`src/rtl/bcpc_pkg.sv`:
```
// Package: shared constants, codes and controller/datapath types for the breath cycle sequencer.
package bcpc_pkg;

  // Default field widths
  localparam int TIME_BITS_DEF     = 14;
  localparam int PRESSURE_BITS_DEF = 12;

  // Configuration register widths and indexes
  localparam int RATE_W  = 6;
  localparam int PEEP_W  = 9;
  localparam int PLAT_W  = 10;
  localparam int PEAK_W  = 10;
  localparam int CFG_W   = 10;
  localparam int CFG_IDX_W = 2;

  typedef enum logic [CFG_IDX_W-1:0] {
    CFG_RATE = 2'd0,
    CFG_PEEP = 2'd1,
    CFG_PLAT = 2'd2,
    CFG_PEAK = 2'd3
  } cfg_idx_e;

  // Register reset values
  localparam logic [RATE_W-1:0] RST_RATE = RATE_W'(20);
  localparam logic [PEEP_W-1:0] RST_PEEP = PEEP_W'(50);
  localparam logic [PLAT_W-1:0] RST_PLAT = PLAT_W'(300);
  localparam logic [PEAK_W-1:0] RST_PEAK = PEAK_W'(600);

  // Inhalation time = (6000 / rate) / 3 = 2000 / rate, by restoring division
  localparam int INH_W     = 11;
  localparam int DIV_STEPS = INH_W;
  localparam logic [INH_W-1:0] DIV_DIVIDEND = INH_W'(2000);

  // 80 percent mark = floor(4 * inh / 5) = (inh * 52432) >> 16, exact for inh <= 2000
  localparam int RECIP_W     = 16;
  localparam int RECIP_SHIFT = 16;
  localparam int PROD_W      = INH_W + RECIP_W;
  localparam logic [RECIP_W-1:0] RECIP_4_5 = RECIP_W'(52432);

  // Reset timing for the reset rate of 20
  localparam logic [INH_W-1:0] RST_INHALE = INH_W'(100);
  localparam logic [INH_W-1:0] RST_THRESH = INH_W'(80);

  // Safeguard margins (mm H2O) and debounce times (centiseconds)
  localparam int PEAK_TRIG_MARGIN = 30;
  localparam int PEAK_HIGH_MARGIN = 10;
  localparam int PEEP_HOLD_MARGIN = 20;
  localparam int DEB_W            = 4;
  localparam logic [DEB_W-1:0] PEAK_DEBOUNCE    = DEB_W'(5);
  localparam logic [DEB_W-1:0] RELEASE_DEBOUNCE = DEB_W'(3);
  localparam logic [DEB_W-1:0] HOLD_DEBOUNCE    = DEB_W'(10);

  typedef enum logic {
    PH_INHALE = 1'b0,
    PH_EXHALE = 1'b1
  } phase_e;

  typedef enum logic [1:0] {
    SP_INSPI       = 2'd0,
    SP_HOLD_INSPI  = 2'd1,
    SP_EXHALE      = 2'd2,
    SP_HOLD_EXHALE = 2'd3
  } sub_e;

  typedef enum logic [1:0] {
    BL_NONE   = 2'd0,
    BL_CLOSE  = 2'd1,
    BL_OPEN   = 2'd2,
    BL_MIDDLE = 2'd3
  } blower_e;

  typedef enum logic [1:0] {
    PV_NONE  = 2'd0,
    PV_CLOSE = 2'd1,
    PV_OPEN  = 2'd2
  } patient_e;

  // Controller -> datapath commands
  typedef struct packed {
    logic capture;   // latch the accepted word
    logic div_step;  // one restoring-division step
    logic scale;     // register the 80 percent product
    logic commit;    // update state and load the output word
  } cmd_t;

  // Datapath -> controller status
  typedef struct packed {
    logic out_busy;  // output word held and not taken this cycle
  } sts_t;

endpackage

```
`src/rtl/breath_cycle_phase_controller.sv`:
```
// Top level: breath cycle sequencer with stream ports and a register write port.
//
//  channel  | signals                        | word contents
//  ---------+--------------------------------+---------------------------------------
//  in       | s_axis_tvalid/tready/tdata/tuser | tuser = start of cycle, tdata = request
//  out      | m_axis_tvalid/tready/tdata     | one result word per accepted word
//  config   | cfg_we_i/cfg_idx_i/cfg_data_i  | rate, min PEEP, max plateau, max peak
//
// A tick word goes from capture straight to commit; a cycle-start word first runs
// 11 restoring-division steps for 2000 / rate and one 80 percent multiply before commit.
// The input opens again in the idle cycle after commit. A stalled output register
// holds the sequencer at commit and keeps the input closed until the word is taken.
// rst_ni clears the control, configuration and phase state to the rate-20 defaults;
// there is no clearing pass.
module breath_cycle_phase_controller #(
  parameter int TIME_BITS     = bcpc_pkg::TIME_BITS_DEF,
  parameter int PRESSURE_BITS = bcpc_pkg::PRESSURE_BITS_DEF
) (
  input  logic clk_i,
  input  logic rst_ni,

  // tdata: pressure [PRESSURE_BITS-1:0], centisec above it, zero pad to bytes
  input  logic [((PRESSURE_BITS + TIME_BITS + 7) / 8) * 8 - 1:0] s_axis_tdata,
  // tuser: req_type (1 = start new cycle)
  input  logic                                   s_axis_tuser,
  input  logic                                   s_axis_tvalid,
  output logic                                   s_axis_tready,

  // tdata: cycle_phase, sub_phase[2], blower_action[2], blower_increase,
  //        patient_action[2], patient_increase, yellow_alarm, red_alarm,
  //        peak_value, plateau_value, peep_value, vigilance_on (lowest bit first)
  output logic [((12 + 3 * PRESSURE_BITS + 7) / 8) * 8 - 1:0] m_axis_tdata,
  output logic                                   m_axis_tvalid,
  input  logic                                   m_axis_tready,

  input  logic                                   cfg_we_i,
  input  logic [bcpc_pkg::CFG_IDX_W-1:0]         cfg_idx_i,
  input  logic [bcpc_pkg::CFG_W-1:0]             cfg_data_i
);

  localparam int OUT_RAW = 12 + 3 * PRESSURE_BITS;
  localparam int OUT_W   = ((OUT_RAW + 7) / 8) * 8;

  bcpc_pkg::cmd_t cmd;
  bcpc_pkg::sts_t sts;
  logic [OUT_RAW-1:0] out_raw;

  bcpc_ctrl u_ctrl (
    .clk_i      (clk_i),
    .rst_ni     (rst_ni),
    .in_valid_i (s_axis_tvalid),
    .in_start_i (s_axis_tuser),
    .in_ready_o (s_axis_tready),
    .sts_i      (sts),
    .cmd_o      (cmd)
  );

  bcpc_dp #(
    .TIME_BITS     (TIME_BITS),
    .PRESSURE_BITS (PRESSURE_BITS),
    .OUT_W         (OUT_RAW)
  ) u_dp (
    .clk_i         (clk_i),
    .rst_ni        (rst_ni),
    .cfg_we_i      (cfg_we_i),
    .cfg_idx_i     (cfg_idx_i),
    .cfg_data_i    (cfg_data_i),
    .in_start_i    (s_axis_tuser),
    .in_pressure_i (s_axis_tdata[PRESSURE_BITS-1:0]),
    .in_centisec_i (s_axis_tdata[PRESSURE_BITS+TIME_BITS-1:PRESSURE_BITS]),
    .cmd_i         (cmd),
    .sts_o         (sts),
    .out_valid_o   (m_axis_tvalid),
    .out_ready_i   (m_axis_tready),
    .out_data_o    (out_raw)
  );

  // zero pad to whole bytes
  assign m_axis_tdata = OUT_W'(out_raw);

endmodule

```
`src/rtl/bcpc_ctrl.sv`:
```
// Sequencer: capture, division and scaling (cycle-start words only), then commit.
module bcpc_ctrl (
  input  logic           clk_i,
  input  logic           rst_ni,
  input  logic           in_valid_i,
  input  logic           in_start_i,
  output logic           in_ready_o,
  input  bcpc_pkg::sts_t sts_i,
  output bcpc_pkg::cmd_t cmd_o
);

  localparam int CNT_W = $clog2(bcpc_pkg::DIV_STEPS);

  typedef enum logic [1:0] {
    S_IDLE,
    S_DIV,
    S_SCALE,
    S_EMIT
  } state_e;

  state_e             state_q;
  logic [CNT_W-1:0]   cnt_q;

  always_ff @(posedge clk_i or negedge rst_ni) begin
    if (!rst_ni) begin
      state_q <= S_IDLE;
      cnt_q   <= '0;
    end else begin
      case (state_q)
        S_IDLE: begin
          cnt_q <= '0;
          if (in_valid_i) begin
            state_q <= in_start_i ? S_DIV : S_EMIT;
          end
        end
        S_DIV: begin
          cnt_q <= cnt_q + CNT_W'(1);
          if (cnt_q == CNT_W'(bcpc_pkg::DIV_STEPS - 1)) begin
            state_q <= S_SCALE;
          end
        end
        S_SCALE: state_q <= S_EMIT;
        S_EMIT: begin
          if (!sts_i.out_busy) begin
            state_q <= S_IDLE;
          end
        end
        default: state_q <= S_IDLE;
      endcase
    end
  end

  assign in_ready_o = (state_q == S_IDLE);

  always_comb begin
    cmd_o          = '0;
    cmd_o.capture  = (state_q == S_IDLE) && in_valid_i;
    cmd_o.div_step = (state_q == S_DIV);
    cmd_o.scale    = (state_q == S_SCALE);
    cmd_o.commit   = (state_q == S_EMIT) && !sts_i.out_busy;
  end

endmodule

```
`src/rtl/bcpc_dp.sv`:
```
// Datapath: config registers, divider, phase state, safeguards and output register.
module bcpc_dp #(
  parameter int TIME_BITS     = bcpc_pkg::TIME_BITS_DEF,
  parameter int PRESSURE_BITS = bcpc_pkg::PRESSURE_BITS_DEF,
  parameter int OUT_W         = 48
) (
  input  logic                          clk_i,
  input  logic                          rst_ni,
  input  logic                          cfg_we_i,
  input  logic [bcpc_pkg::CFG_IDX_W-1:0] cfg_idx_i,
  input  logic [bcpc_pkg::CFG_W-1:0]    cfg_data_i,
  input  logic                          in_start_i,
  input  logic signed [PRESSURE_BITS-1:0] in_pressure_i,
  input  logic [TIME_BITS-1:0]          in_centisec_i,
  input  bcpc_pkg::cmd_t                cmd_i,
  output bcpc_pkg::sts_t                sts_o,
  output logic                          out_valid_o,
  input  logic                          out_ready_i,
  output logic [OUT_W-1:0]              out_data_o
);

  localparam int PW  = PRESSURE_BITS;
  localparam int TW  = TIME_BITS;
  localparam int TW1 = TW + 1;
  localparam int CW  = ((PW > 11) ? PW : 11) + 2;
  localparam int RW  = bcpc_pkg::RATE_W;
  localparam int IW  = bcpc_pkg::INH_W;

  localparam logic signed [CW-1:0] K_PK_TRIG = CW'(bcpc_pkg::PEAK_TRIG_MARGIN);
  localparam logic signed [CW-1:0] K_PK_HIGH = CW'(bcpc_pkg::PEAK_HIGH_MARGIN);
  localparam logic signed [CW-1:0] K_PEEP_HD = CW'(bcpc_pkg::PEEP_HOLD_MARGIN);

  // stamp slots
  localparam int ST_PK_TRG = 0;
  localparam int ST_PK_REL = 1;
  localparam int ST_PL_TRG = 2;
  localparam int ST_PL_REL = 3;
  localparam int ST_HD_TRG = 4;
  localparam int ST_HD_REL = 5;
  localparam int NST       = 6;

  // elapsed since a stamp, compared against a debounce time as now >= stamp + k (no wrap)
  function automatic logic el_ge(input logic [TW-1:0] now, input logic [TW-1:0] st,
                                 input logic [bcpc_pkg::DEB_W-1:0] k);
    return {1'b0, now} >= ({1'b0, st} + TW1'(k));
  endfunction

  // configuration
  logic [bcpc_pkg::RATE_W-1:0] rate_q;
  logic [bcpc_pkg::PEEP_W-1:0] peep_q;
  logic [bcpc_pkg::PLAT_W-1:0] plat_q;
  logic [bcpc_pkg::PEAK_W-1:0] peak_q;

  always_ff @(posedge clk_i or negedge rst_ni) begin
    if (!rst_ni) begin
      rate_q <= bcpc_pkg::RST_RATE;
      peep_q <= bcpc_pkg::RST_PEEP;
      plat_q <= bcpc_pkg::RST_PLAT;
      peak_q <= bcpc_pkg::RST_PEAK;
    end else if (cfg_we_i) begin
      case (cfg_idx_i)
        bcpc_pkg::CFG_RATE: rate_q <= cfg_data_i[bcpc_pkg::RATE_W-1:0];
        bcpc_pkg::CFG_PEEP: peep_q <= cfg_data_i[bcpc_pkg::PEEP_W-1:0];
        bcpc_pkg::CFG_PLAT: plat_q <= cfg_data_i[bcpc_pkg::PLAT_W-1:0];
        bcpc_pkg::CFG_PEAK: peak_q <= cfg_data_i[bcpc_pkg::PEAK_W-1:0];
        default: ;
      endcase
    end
  end

  // captured word
  logic                  start_q;
  logic signed [PW-1:0]  p_q;
  logic [TW-1:0]         now_q;

  always_ff @(posedge clk_i or negedge rst_ni) begin
    if (!rst_ni) begin
      start_q <= 1'b0;
    end else if (cmd_i.capture) begin
      start_q <= in_start_i;
    end
  end

  always_ff @(posedge clk_i) begin
    if (cmd_i.capture) begin
      p_q   <= in_pressure_i;
      now_q <= in_centisec_i;
    end
  end

  // restoring divider: 2000 / rate, one quotient bit a cycle
  logic [RW-1:0]                  dvs_q;
  logic [RW-1:0]                  rem_q;
  logic [IW-1:0]                  quo_q;
  logic [IW-1:0]                  dvd_q;
  logic [RW:0]                    rem_sh;
  logic                           rem_ge;
  logic [bcpc_pkg::PROD_W-1:0]    prod_q;

  assign rem_sh = {rem_q, dvd_q[IW-1]};
  assign rem_ge = rem_sh >= {1'b0, dvs_q};

  always_ff @(posedge clk_i) begin
    if (cmd_i.capture) begin
      dvs_q <= (rate_q == '0) ? RW'(1) : rate_q;
      rem_q <= '0;
      quo_q <= '0;
      dvd_q <= bcpc_pkg::DIV_DIVIDEND;
    end else if (cmd_i.div_step) begin
      rem_q <= rem_ge ? RW'(rem_sh - {1'b0, dvs_q}) : rem_sh[RW-1:0];
      quo_q <= {quo_q[IW-2:0], rem_ge};
      dvd_q <= {dvd_q[IW-2:0], 1'b0};
    end
    if (cmd_i.scale) begin
      prod_q <= bcpc_pkg::PROD_W'(quo_q) * bcpc_pkg::PROD_W'(bcpc_pkg::RECIP_4_5);
    end
  end

  // sequencing state
  bcpc_pkg::phase_e     phase_q, phase_n;
  bcpc_pkg::sub_e       sub_q, sub_n;
  bcpc_pkg::blower_e    blw_q, blw_n;
  bcpc_pkg::patient_e   pat_q, pat_n;
  logic                 vig_q, vig_n;
  logic [IW-1:0]        inh_q, inh_n;
  logic [IW-1:0]        thr_q, thr_n;
  logic [TW-1:0]        st_q [NST];
  logic [TW-1:0]        st_n [NST];
  logic [NST-1:0]       arm_q, arm_n;
  logic signed [PW-1:0] cap_q [3];
  logic signed [PW-1:0] cap_n [3];
  logic                 b_inc, p_inc, yellow, red;

  logic signed [CW-1:0] p_s, peak_s, plat_s, peep_s;
  logic                 ge_pk_trig, ge_peak, ge_pk_high, ge_plat, le_peep_hd, le_peep;

  assign p_s    = {{(CW-PW){p_q[PW-1]}}, p_q};
  assign peak_s = {{(CW-bcpc_pkg::PEAK_W){1'b0}}, peak_q};
  assign plat_s = {{(CW-bcpc_pkg::PLAT_W){1'b0}}, plat_q};
  assign peep_s = {{(CW-bcpc_pkg::PEEP_W){1'b0}}, peep_q};

  assign ge_pk_trig = p_s >= (peak_s - K_PK_TRIG);
  assign ge_peak    = p_s >= peak_s;
  assign ge_pk_high = p_s >= (peak_s + K_PK_HIGH);
  assign ge_plat    = p_s >= plat_s;
  assign le_peep_hd = p_s <= (peep_s + K_PEEP_HD);
  assign le_peep    = p_s <= peep_s;

  always_comb begin
    phase_n = phase_q;
    sub_n   = sub_q;
    blw_n   = blw_q;
    pat_n   = pat_q;
    vig_n   = vig_q;
    inh_n   = inh_q;
    thr_n   = thr_q;
    st_n    = st_q;
    arm_n   = arm_q;
    cap_n   = cap_q;
    b_inc   = 1'b0;
    p_inc   = 1'b0;
    yellow  = 1'b0;
    red     = 1'b0;

    if (start_q) begin
      // new cycle: latch timing, restart in inspiration, drop the hold debounce
      phase_n = bcpc_pkg::PH_INHALE;
      sub_n   = bcpc_pkg::SP_INSPI;
      vig_n   = 1'b0;
      inh_n   = quo_q;
      thr_n   = prod_q[bcpc_pkg::PROD_W-1:bcpc_pkg::RECIP_SHIFT];
      st_n[ST_HD_TRG]  = '0;
      st_n[ST_HD_REL]  = '0;
      arm_n[ST_HD_TRG] = 1'b0;
      arm_n[ST_HD_REL] = 1'b0;
    end else begin
      // subphase selection
      if (now_q < TW'(inh_q)) begin
        phase_n = bcpc_pkg::PH_INHALE;
        if (now_q < TW'(thr_q)) begin
          if (sub_n != bcpc_pkg::SP_HOLD_INSPI) begin
            sub_n = bcpc_pkg::SP_INSPI;
            vig_n = 1'b0;
          end
        end else begin
          sub_n = bcpc_pkg::SP_HOLD_INSPI;
          vig_n = 1'b0;
        end
      end else begin
        phase_n = bcpc_pkg::PH_EXHALE;
        if (sub_n != bcpc_pkg::SP_HOLD_EXHALE) begin
          sub_n = bcpc_pkg::SP_EXHALE;
          vig_n = 1'b0;
        end
      end

      // subphase actions, skipped while in peak vigilance
      if (!vig_n) begin
        case (sub_n)
          bcpc_pkg::SP_INSPI: begin
            blw_n    = bcpc_pkg::BL_OPEN;
            pat_n    = bcpc_pkg::PV_CLOSE;
            cap_n[0] = p_q;
          end
          bcpc_pkg::SP_HOLD_INSPI: begin
            blw_n    = bcpc_pkg::BL_CLOSE;
            pat_n    = bcpc_pkg::PV_CLOSE;
            cap_n[1] = p_q;
          end
          bcpc_pkg::SP_EXHALE: begin
            blw_n    = bcpc_pkg::BL_CLOSE;
            pat_n    = bcpc_pkg::PV_OPEN;
            cap_n[2] = p_q;
          end
          default: begin
            blw_n = bcpc_pkg::BL_CLOSE;
            pat_n = bcpc_pkg::PV_CLOSE;
          end
        endcase
      end

      // peak safeguard
      if (sub_n == bcpc_pkg::SP_INSPI) begin
        if (ge_pk_trig) begin
          if (!arm_n[ST_PK_TRG]) begin
            st_n[ST_PK_TRG]  = now_q;
            arm_n[ST_PK_TRG] = 1'b1;
          end
          if (el_ge(now_q, st_n[ST_PK_TRG], bcpc_pkg::PEAK_DEBOUNCE)) begin
            blw_n = bcpc_pkg::BL_MIDDLE;
            vig_n = 1'b1;
          end
        end else if (arm_n[ST_PK_TRG]) begin
          if (!arm_n[ST_PK_REL]) begin
            st_n[ST_PK_REL]  = now_q;
            arm_n[ST_PK_REL] = 1'b1;
          end
          if (el_ge(now_q, st_n[ST_PK_REL], bcpc_pkg::RELEASE_DEBOUNCE)) begin
            st_n[ST_PK_TRG]  = '0;
            st_n[ST_PK_REL]  = '0;
            arm_n[ST_PK_TRG] = 1'b0;
            arm_n[ST_PK_REL] = 1'b0;
          end
        end
        if (ge_peak) begin
          sub_n    = bcpc_pkg::SP_HOLD_INSPI;
          vig_n    = 1'b0;
          yellow   = 1'b1;
          blw_n    = bcpc_pkg::BL_CLOSE;
          pat_n    = bcpc_pkg::PV_CLOSE;
          cap_n[1] = p_q;
        end
      end
      if (ge_pk_high) begin
        p_inc  = 1'b1;
        yellow = 1'b1;
      end

      // plateau safeguard
      if (sub_n == bcpc_pkg::SP_HOLD_INSPI) begin
        if (ge_plat) begin
          if (!arm_n[ST_PL_TRG]) begin
            st_n[ST_PL_TRG]  = now_q;
            arm_n[ST_PL_TRG] = 1'b1;
          end
        end else if (arm_n[ST_PL_TRG]) begin
          if (!arm_n[ST_PL_REL]) begin
            st_n[ST_PL_REL]  = now_q;
            arm_n[ST_PL_REL] = 1'b1;
          end
          if (el_ge(now_q, st_n[ST_PL_REL], bcpc_pkg::RELEASE_DEBOUNCE)) begin
            st_n[ST_PL_TRG]  = '0;
            st_n[ST_PL_REL]  = '0;
            arm_n[ST_PL_TRG] = 1'b0;
            arm_n[ST_PL_REL] = 1'b0;
            blw_n    = bcpc_pkg::BL_CLOSE;
            pat_n    = bcpc_pkg::PV_CLOSE;
            cap_n[1] = p_q;
          end
        end
      end

      // expiratory hold safeguard
      if (phase_n == bcpc_pkg::PH_EXHALE) begin
        if (le_peep_hd) begin
          if (!arm_n[ST_HD_TRG]) begin
            st_n[ST_HD_TRG]  = now_q;
            arm_n[ST_HD_TRG] = 1'b1;
          end
          if (el_ge(now_q, st_n[ST_HD_TRG], bcpc_pkg::HOLD_DEBOUNCE)) begin
            sub_n = bcpc_pkg::SP_HOLD_EXHALE;
            vig_n = 1'b0;
            blw_n = bcpc_pkg::BL_CLOSE;
            pat_n = bcpc_pkg::PV_CLOSE;
          end
        end else if (arm_n[ST_HD_TRG]) begin
          if (!arm_n[ST_HD_REL]) begin
            st_n[ST_HD_REL]  = now_q;
            arm_n[ST_HD_REL] = 1'b1;
          end
          if (el_ge(now_q, st_n[ST_HD_REL], bcpc_pkg::RELEASE_DEBOUNCE)) begin
            st_n[ST_HD_TRG]  = '0;
            st_n[ST_HD_REL]  = '0;
            arm_n[ST_HD_TRG] = 1'b0;
            arm_n[ST_HD_REL] = 1'b0;
          end
        end
      end

      // PEEP maintenance
      if (le_peep) begin
        b_inc = 1'b1;
        red   = 1'b1;
      end
    end
  end

  // state update and output word
  logic             out_valid_q;
  logic [OUT_W-1:0] out_data_q;

  always_ff @(posedge clk_i or negedge rst_ni) begin
    if (!rst_ni) begin
      phase_q     <= bcpc_pkg::PH_INHALE;
      sub_q       <= bcpc_pkg::SP_INSPI;
      blw_q       <= bcpc_pkg::BL_NONE;
      pat_q       <= bcpc_pkg::PV_NONE;
      vig_q       <= 1'b0;
      inh_q       <= bcpc_pkg::RST_INHALE;
      thr_q       <= bcpc_pkg::RST_THRESH;
      arm_q       <= '0;
      out_valid_q <= 1'b0;
      for (int i = 0; i < NST; i++) begin
        st_q[i] <= '0;
      end
      for (int i = 0; i < 3; i++) begin
        cap_q[i] <= '0;
      end
    end else begin
      if (cmd_i.commit) begin
        phase_q     <= phase_n;
        sub_q       <= sub_n;
        blw_q       <= blw_n;
        pat_q       <= pat_n;
        vig_q       <= vig_n;
        inh_q       <= inh_n;
        thr_q       <= thr_n;
        st_q        <= st_n;
        arm_q       <= arm_n;
        cap_q       <= cap_n;
        out_valid_q <= 1'b1;
      end else if (out_ready_i) begin
        out_valid_q <= 1'b0;
      end
    end
  end

  always_ff @(posedge clk_i) begin
    if (cmd_i.commit) begin
      out_data_q <= {vig_n, cap_n[2], cap_n[1], cap_n[0], red, yellow, p_inc, pat_n,
                     b_inc, blw_n, sub_n, phase_n};
    end
  end

  assign out_valid_o     = out_valid_q;
  assign out_data_o      = out_data_q;
  assign sts_o.out_busy  = out_valid_q && !out_ready_i;

endmodule

```
`config.mk`:
```
export PLATFORM = sky130hd
export DESIGN_NAME = breath_cycle_phase_controller
export DESIGN_NICKNAME = d
export VERILOG_FILES = /design/src/rtl/bcpc_pkg.sv /design/src/rtl/breath_cycle_phase_controller.sv /design/src/rtl/bcpc_ctrl.sv /design/src/rtl/bcpc_dp.sv
export SDC_FILE = /design/constraint.sdc
export NUM_CORES = 1
export LEC_CHECK = 0
export BUFFER_PORTS_ARGS = -buffer_cell sky130_fd_sc_hd__buf_2
export CORE_MARGIN = 3
export CORE_UTILIZATION = 63
export CTS_BUF_LIST = sky130_fd_sc_hd__clkbuf_2
export CTS_CLUSTER_DIAMETER = 60
export DETAILED_ROUTE_END_ITERATION = 8
export GPL_TIMING_DRIVEN = 0
export PLACE_DENSITY = 0.82
export RECOVER_POWER = 25
export SETUP_SLACK_MARGIN = 0.02
export SYNTH_ARGS = -nofsm -noshare
export SYNTH_HDL_FRONTEND = slang
export SYNTH_SLANG_ARGS = --single-unit
```
`constraint.sdc`:
```
create_clock -name clk_i -period 11.1 [get_ports clk_i]
set_clock_uncertainty 0.15 [all_clocks]
set_input_delay 1.665 -clock clk_i [delete_from_list [all_inputs] [get_ports clk_i]]
set_output_delay 1.665 -clock clk_i [all_outputs]
set_load 0.02 [all_outputs]
```
==> results of run 1 <==
-- power breakdown --
part           internal, mW  switching (mW)
sequential             1.57           0.322
combinational          1.15            1.51
clock                 0.290           0.489
-- sequential cells by signal (all words and copies together), names as in the netlist, 11 cells and up --
signal,cells
u_dp.inh_q,11
u_dp.st_q,70
u_dp.quo_q,11
u_dp.thr_q,11
u_dp.now_q,14
u_dp.prod_q,11
u_dp.p_q,12
u_dp.cap_q,36
u_dp.out_data_o,47
-- how the worst max path moves through the flow --
stage / from / to / slack (ns) / cells after the start
finish: u_dp.arm_q[3]$_DFFE_PN0P_ / u_dp.out_data_o[29]$_DFFE_PP_ / 5.17 / 18
global route: u_dp.arm_q[3]$_DFFE_PN0P_ / u_dp.out_data_o[33]$_DFFE_PP_ / 5.07 / 18
CTS: u_dp.now_q[1]$_DFFE_PP_ / u_dp.st_q[6]$_DFFE_PN0P_ / 5.46 / 16
detailed placement: u_dp.arm_q[3]$_DFFE_PN0P_ / u_dp.out_data_o[34]$_DFFE_PP_ / 5.49 / 18
global placement: rst_ni / u_dp.thr_q[0]$_DFFE_PN0P_ / 5.24 / 1
floorplan: u_dp.quo_q[3]$_SDFFE_PP0P_ / u_dp.prod_q[26]$_DFFE_PP_ / 6.12 / 15
-- metal layers --
metal  part of all wire  up-vias  global-route usage  wire [um]
li1                   -     7197                   -          -
met1               0.41     7512              0.3835      20630
met2               0.46      694              0.4830      23340
met3              0.082      200             0.06411       4124
met4              0.049        0              0.1612       2498
met5                  0        -                   0          0
-- logic make-up after synthesis --
| family | count (synthesis) |
|---|---|
| AND/OR/NAND/NOR | 394 |
| AO/OA/AOI/OAI | 384 |
| flip-flops | 298 |
| adder cells (fa/ha/maj) | 263 |
| buffers and inverters | 215 |
| multiplexers | 205 |
| XOR/XNOR | 101 |
-- final cells by class --
type                       count  area, sq um
multi-input combinational   1347        11230
fill                        2263         9185
sequential                   298         7810
clock buffer                 117        585.6
timing repair buffer          96        536.8
inverter                     141        529.3
tap                          396        495.5
buffer                        74        307.8
clock inverter                31        145.1
antenna                        3        7.507
-- Yosys cell counts, drive strengths merged (18+ instances only) --
cell type	number	area [sq um]
mux2	130	1464
o21a	21	157.7
ha	231	2890
fa	32	640.6
dfrtp	166	4154
clkbuf	48	180.2
dfstp	18	473.0
a21oi	59	299.0
buf	26	125.1
xnor2	69	604.3
dfxtp	24	480.5
nand4	18	112.6
nor3	29	170.2
a22o	46	402.9
edfxtp	90	2703
nor2	76	287.8
a21o	19	142.6
xor2	32	280.3
a211oi	18	140.1
inv	141	529.3
nand2	122	457.9
nand3	64	320.3
o21ai	109	549.3
mux2i	75	750.7
-- stage by stage --
stage	instance area [sq um]	setup slack (ns)	utilization	hold WS, ns
floorplan	19870	6.119	-	0.2802
global placement	20830	5.242	0.6757	0.2919
detailed placement	20920	5.487	0.6786	0.3000
CTS	21650	5.457	0.7023	0.3012
global route	21640	5.068	0.7021	0.3380
finish	21640	5.175	0.7021	0.2951
-- critical path: stages, from the launching register on --
cell and delay, ns:
dfrtp_1 0.33, clkbuf_1 0.28, clkbuf_1 0.41, clkbuf_1 0.62
mux2i_1 0.26, ha_1 0.29, a21oi_1 0.50, nand2_1 0.14
xnor2_1 0.21, ha_1 0.27, a21o_1 0.18, a21o_1 0.17
a21oi_1 0.14, o21ai_0 0.10, a21oi_1 0.33, nor3b_1 0.18
o211ai_1 0.42, buf_2 0.34, mux2_2 0.38
==> flow_summary.json, run 1 <==
{
  "cp-end-kind": "flop",
  "synth_top_family_by_area": "adder cells",
  "design.die.area_sq_um": 33710,
  "holdCritStartpoint": "u_dp.prod_q[16]$_DFFE_PP_",
  "final_common_cell": "ha_1",
  "synth_ff_type": "dfrtp_1",
  "cts_root_buf": "clkbuf_2",
  "clk_latency_ns": 0.97,
  "ys_types": 85,
  "antenna_found_initial": 2,
  "cts_tree": "done",
  "slew_violations": 80,
  "drcViolationCount": 0,
  "layout.nets": 2351,
  "worstSetupPathType": "flop to flop",
  "power_mw": 5.333,
  "cp.required_ns": 11.67,
  "dp.final_hpwl_um": 36060,
  "tns_ns": 0,
  "final-hold-violation-count": 0,
  "die_y_um": 183.6,
  "yosysSeqAreaShare": 0.3930,
  "relSlewSlack": -1.914,
  "drv_cap": 1,
  "outcome": "complete, but fails checks",
  "synthCells": 1860,
  "syn2layout_area_growth_pct": 8.922,
  "async_flop_share": 0.6174,
  "first_pass_iters": 6,
  "ctsResizeCount": 0,
  "core_sq_um": 30830,
  "port_buffers": 93,
  "avgSynthCellArea_sq_um": 10.68,
  "final-setup-viol-count": 0,
  "p_per_area_nw_per_um2": 246.4,
  "r2r-start": "u_dp.arm_q[3]$_DFFE_PN0P_",
  "violations": "max-capacitance violations, max-slew violations",
  "r2r_cells": 18,
  "rr_endpoint": "u_dp.out_data_o[29]$_DFFE_PP_",
  "place_inst": 2352,
  "synth_nets": 2173,
  "ant_nets": 0,
  "first_iter_violations": 1328,
  "netlist_area_sq_um": 19870,
  "grt_overflow": 0,
  "wl_per_cell_um": 20.21,
  "reg2reg_slack_ns": 5.17,
  "start_util": 0.6446,
  "peakVddDrop_mv": 0.3104,
  "fin_crit_ns": 5.925,
  "mostFrequentLayoutCells": "ha_1, dfrtp_1, inv_1",
  "grt_usage": 0.3006,
  "gp_congestion": 0.9303,
  "ys_seq_elements": 298,
  "min_path_type": "flop to flop",
  "min_path_cells": 1,
  "leakagePower_nw": 9.893,
  "synthMuxAreaShare": 0.1114,
  "drive_gt1_frac": 0.1953,
  "ios": 100,
  "post_cts_buffers": 0,
  "die_x_um": 183.6,
  "max_freq_mhz": 168.8,
  "synth-edff-count": 90,
  "cp.arrival_ns": 6.50,
  "vias_per_cell": 6.234,
  "vias": 15600,
  "grt_max_degree": 106,
  "synthSimpleGateAreaFrac": 0.09709,
  "clock_sinks": 298,
  "synth_compound_area_frac": 0.1342,
  "postCtsHoldBufs": 0,
  "critPathMaxFanout": 10,
  "grt_pass1_vias": 15940,
  "worstHoldEndpoint": "u_dp.thr_q[0]$_DFFE_PN0P_",
  "wl_um": 50590,
  "h-tree-depth": 3,
  "worst_slew_pin_slew_ns": 4.371,
  "yosys_warnings": 0,
  "numCtsBuffers": 80,
  "yosys.area_share.xor_xnor": 0.04452,
  "fin_cells": 2503,
  "synth_fa_ha_area_frac": 0.1777,
  "num_rows": 64,
  "grt_pass1_wl_um": 80710,
  "start_kind": "flop",
  "fin_crit_sh": 0.5338,
  "cts_buffer_depth": 3,
  "rsz0062_at_grt": "false",
  "path_clk_slew_ns": 0.11
}
Power figures use the tool's default switching activity.
==> run 2: changes to the inputs <==
- CORE_UTILIZATION: 63 -> 58
- PLACE_DENSITY: 0.82 -> 0.79
- clock period: 11.1 -> 4.8 ns (I/O delays scaled with it)
==> run 2 against run 1 <==
The run ends with max-capacitance violations, max-slew violations, negative setup slack left. Power grew 140%. Critical path depth decreased by 3. Routed wire length grew 4.8%. Via count rose by 2.9%. Worst setup slack got worse by 5.3 ns. Largest cell class unchanged.
==> flow_summary.json, run 2 (synthesis gave the netlist of run 1 again) <==
{
  "violations": "max-capacitance violations, max-slew violations, negative setup slack",
  "crit_start": "u_dp.quo_q[9]$_SDFFE_PP0P_",
  "switching_share": 0.4351,
  "cts_tree": "done",
  "r2r_cells": 15,
  "seqPwrFrac": 0.336,
  "syn2layout_area_growth_pct": 14.80,
  "grt_pass1_wl_um": 84810,
  "dp.final_hpwl_um": 36090,
  "p_per_area_nw_per_um2": 569.4,
  "first_pass_iters": 5,
  "reg2reg_slack_ns": -0.08,
  "h-tree-depth": 3,
  "largest_register_ffs": 70,
  "cp.arrival_ns": 5.39,
  "drive_gt1_frac": 0.2346,
  "relSlewSlack": -1.662,
  "clk_latency_ns": 1.00,
  "crit_end": "u_dp.prod_q[26]$_DFFE_PP_",
  "rsz0062_at_grt": "true",
  "grt_overflow": 0,
  "gp_congestion": 0.9469,
  "die_y_um": 191.1,
  "leakagePower_nw": 10.36,
  "cp.required_ns": 5.32,
  "r2r-start": "u_dp.quo_q[9]$_SDFFE_PP0P_",
  "grt_usage": 0.2936,
  "port_buffers": 93,
  "grt_max_degree": 115,
  "design.die.area_sq_um": 36520,
  "min_path_type": "primary input to flop",
  "wl_um": 53020,
  "die_x_um": 191.1,
  "first_iter_violations": 1283,
  "ios": 100,
  "top_register": "u_dp.st_q",
  "final-hold-violation-count": 0,
  "num_rows": 67,
  "path_cells": "ha_4, inv_2, fa_1, fa_1, fa_1, inv_2, fa_1, ha_4, o2111ai_4, o211a_1, o41a_1, o21ai_2, nor4_2, nor3_2, xnor2_1",
  "outcome": "complete, but fails checks",
  "wl_per_cell_um": 20.12,
  "post-place-ws_ns": -0.8146,
  "holdCritStartpoint": "cfg_idx_i[0]",
  "worstSetupPathType": "flop to flop",
  "ant_nets": 0,
  "cp_slowest_cell": "fa_1",
  "fin_crit_sh": 1.016,
  "worst_slack_ns": -0.07570,
  "critPathMaxFanout": 4,
  "final_common_cell": "ha_1",
  "clock_sinks": 298,
  "core_sq_um": 33620,
  "cts_root_buf": "clkbuf_2",
  "fin_crit_ns": 4.876,
  "power_mw": 12.99,
  "cts_buffer_depth": 3,
  "rr_endpoint": "u_dp.prod_q[26]$_DFFE_PP_",
  "vias": 16050,
  "start_util": 0.5911,
  "max_freq_mhz": 205.1,
  "p_sw_mw": 5.652,
  "drv_cap": 1,
  "max_stage_delay_ns": 0.53,
  "clkPwrFrac": 0.141,
  "grt_pass1_vias": 16460,
  "layout.nets": 2430,
  "final-setup-viol-count": 3,
  "intPower_mw": 7.337,
  "drcViolationCount": 0,
  "worst_slew_pin_slew_ns": 3.993,
  "path_clk_slew_ns": 0.11,
  "start_kind": "flop",
  "comb_power_share": 0.523,
  "slew_violations": 71,
  "peakVddDrop_mv": 0.9247,
  "vias_per_cell": 6.091,
  "worst_path_most_repeated_cell": "fa_1",
  "antenna_found_initial": 2,
  "mostFrequentLayoutCells": "ha_1, dfrtp_1, inv_1",
  "numCtsBuffers": 78,
  "cp-end-kind": "flop"
}
[run 2: how the worst min path moves through the flow]
| stage | to | slack (ns) | cells past startpoint |
|---|---|---|---|
| finish | u_dp.rate_q[1]$_DFFE_PN0P_ | 0.1 | 3 |
| global route | u_dp.rate_q[1]$_DFFE_PN0P_ | 0.02 | 3 |
| CTS | u_dp.rate_q[1]$_DFFE_PN0P_ | 0.02 | 3 |
| detailed placement | u_dp.dvd_q[8]$_SDFFE_PP1P_ | 0.31 | 2 |
| global placement | u_dp.dvd_q[4]$_SDFFE_PP1P_ | 0.30 | 1 |
| floorplan | u_ctrl.cnt_q[0]$_DFFE_PN0P_ | 0.27 | 0 |
[run 2: timing repair]
action,4_1_cts,5_1_grt
gates resized for setup,55,57
endpoints found under the hold margin,137,0
setup endpoints to repair,116,96
gates cloned,0,1
buffers inserted,20,19
hold buffers,46,0
pin swaps,17,21
[run 2: power groups by stage]
stage	sequential, mW	combinational (mW)	clock [mW]
2_1_floorplan	4.33	4.43	0
3_3_place_gp	4.38	5.82	0
3_5_place_dp	4.40	6.15	0
4_1_cts	4.35	6.46	1.87
5_1_grt	4.45	7.60	2.03
6_report	4.37	6.79	1.83
[run 2: worst max-delay path: cells and delay by family, from the launching register on]
kind / cells / cell delay [ns]
adder cells (fa/ha/maj): 6 / 2.63
AO/OA/AOI/OAI: 4 / 0.96
flip-flops: 1 / 0.38
AND/OR/NAND/NOR: 2 / 0.26
buffers and inverters: 2 / 0.09
XOR/XNOR: 1 / 0.09
[run 2: area by class of cell]
cell class / instances / area, sq um
clock buffer: 119 / 595.6
inverter: 141 / 529.3
fill: 2488 / 10800
multi-input combinational: 1347 / 11490
clock inverter: 26 / 143.9
sequential: 298 / 7840
buffer: 69 / 346.6
antenna: 5 / 12.51
tap: 448 / 560.5
timing repair buffer: 182 / 1296
[run 2: metal layers]
| metal | vias up | GRT usage | part of all wire |
|---|---|---|---|
| met1 | 7881 | 0.3791 | 0.41 |
| met5 | - | 0 | 0 |
| met3 | 173 | 0.06455 | 0.078 |
| li1 | 7347 | - | - |
| met2 | 650 | 0.4770 | 0.47 |
| met4 | 0 | 0.1296 | 0.042 |
[run 2: per-stage QoR]
| stage | instance area, sq um | cells | TNS, ns | hold WS, ns | utilization |
|---|---|---|---|---|---|
| 4_1_cts | 22500 | 2612 | -0.1949 | 0.01728 | 0.6692 |
| 6_report | 22810 | 2635 | -0.1380 | 0.09974 | 0.6786 |
| 3_3_place_gp | 20900 | 2401 | -71.98 | 0.2990 | 0.6218 |
| 5_1_grt | 22810 | 2635 | -1.489 | 0.01758 | 0.6786 |
| 2_1_floorplan | 19880 | 1860 | 0 | 0.2744 | - |
| 3_5_place_dp | 20980 | 2404 | -57.88 | 0.3094 | 0.6242 |
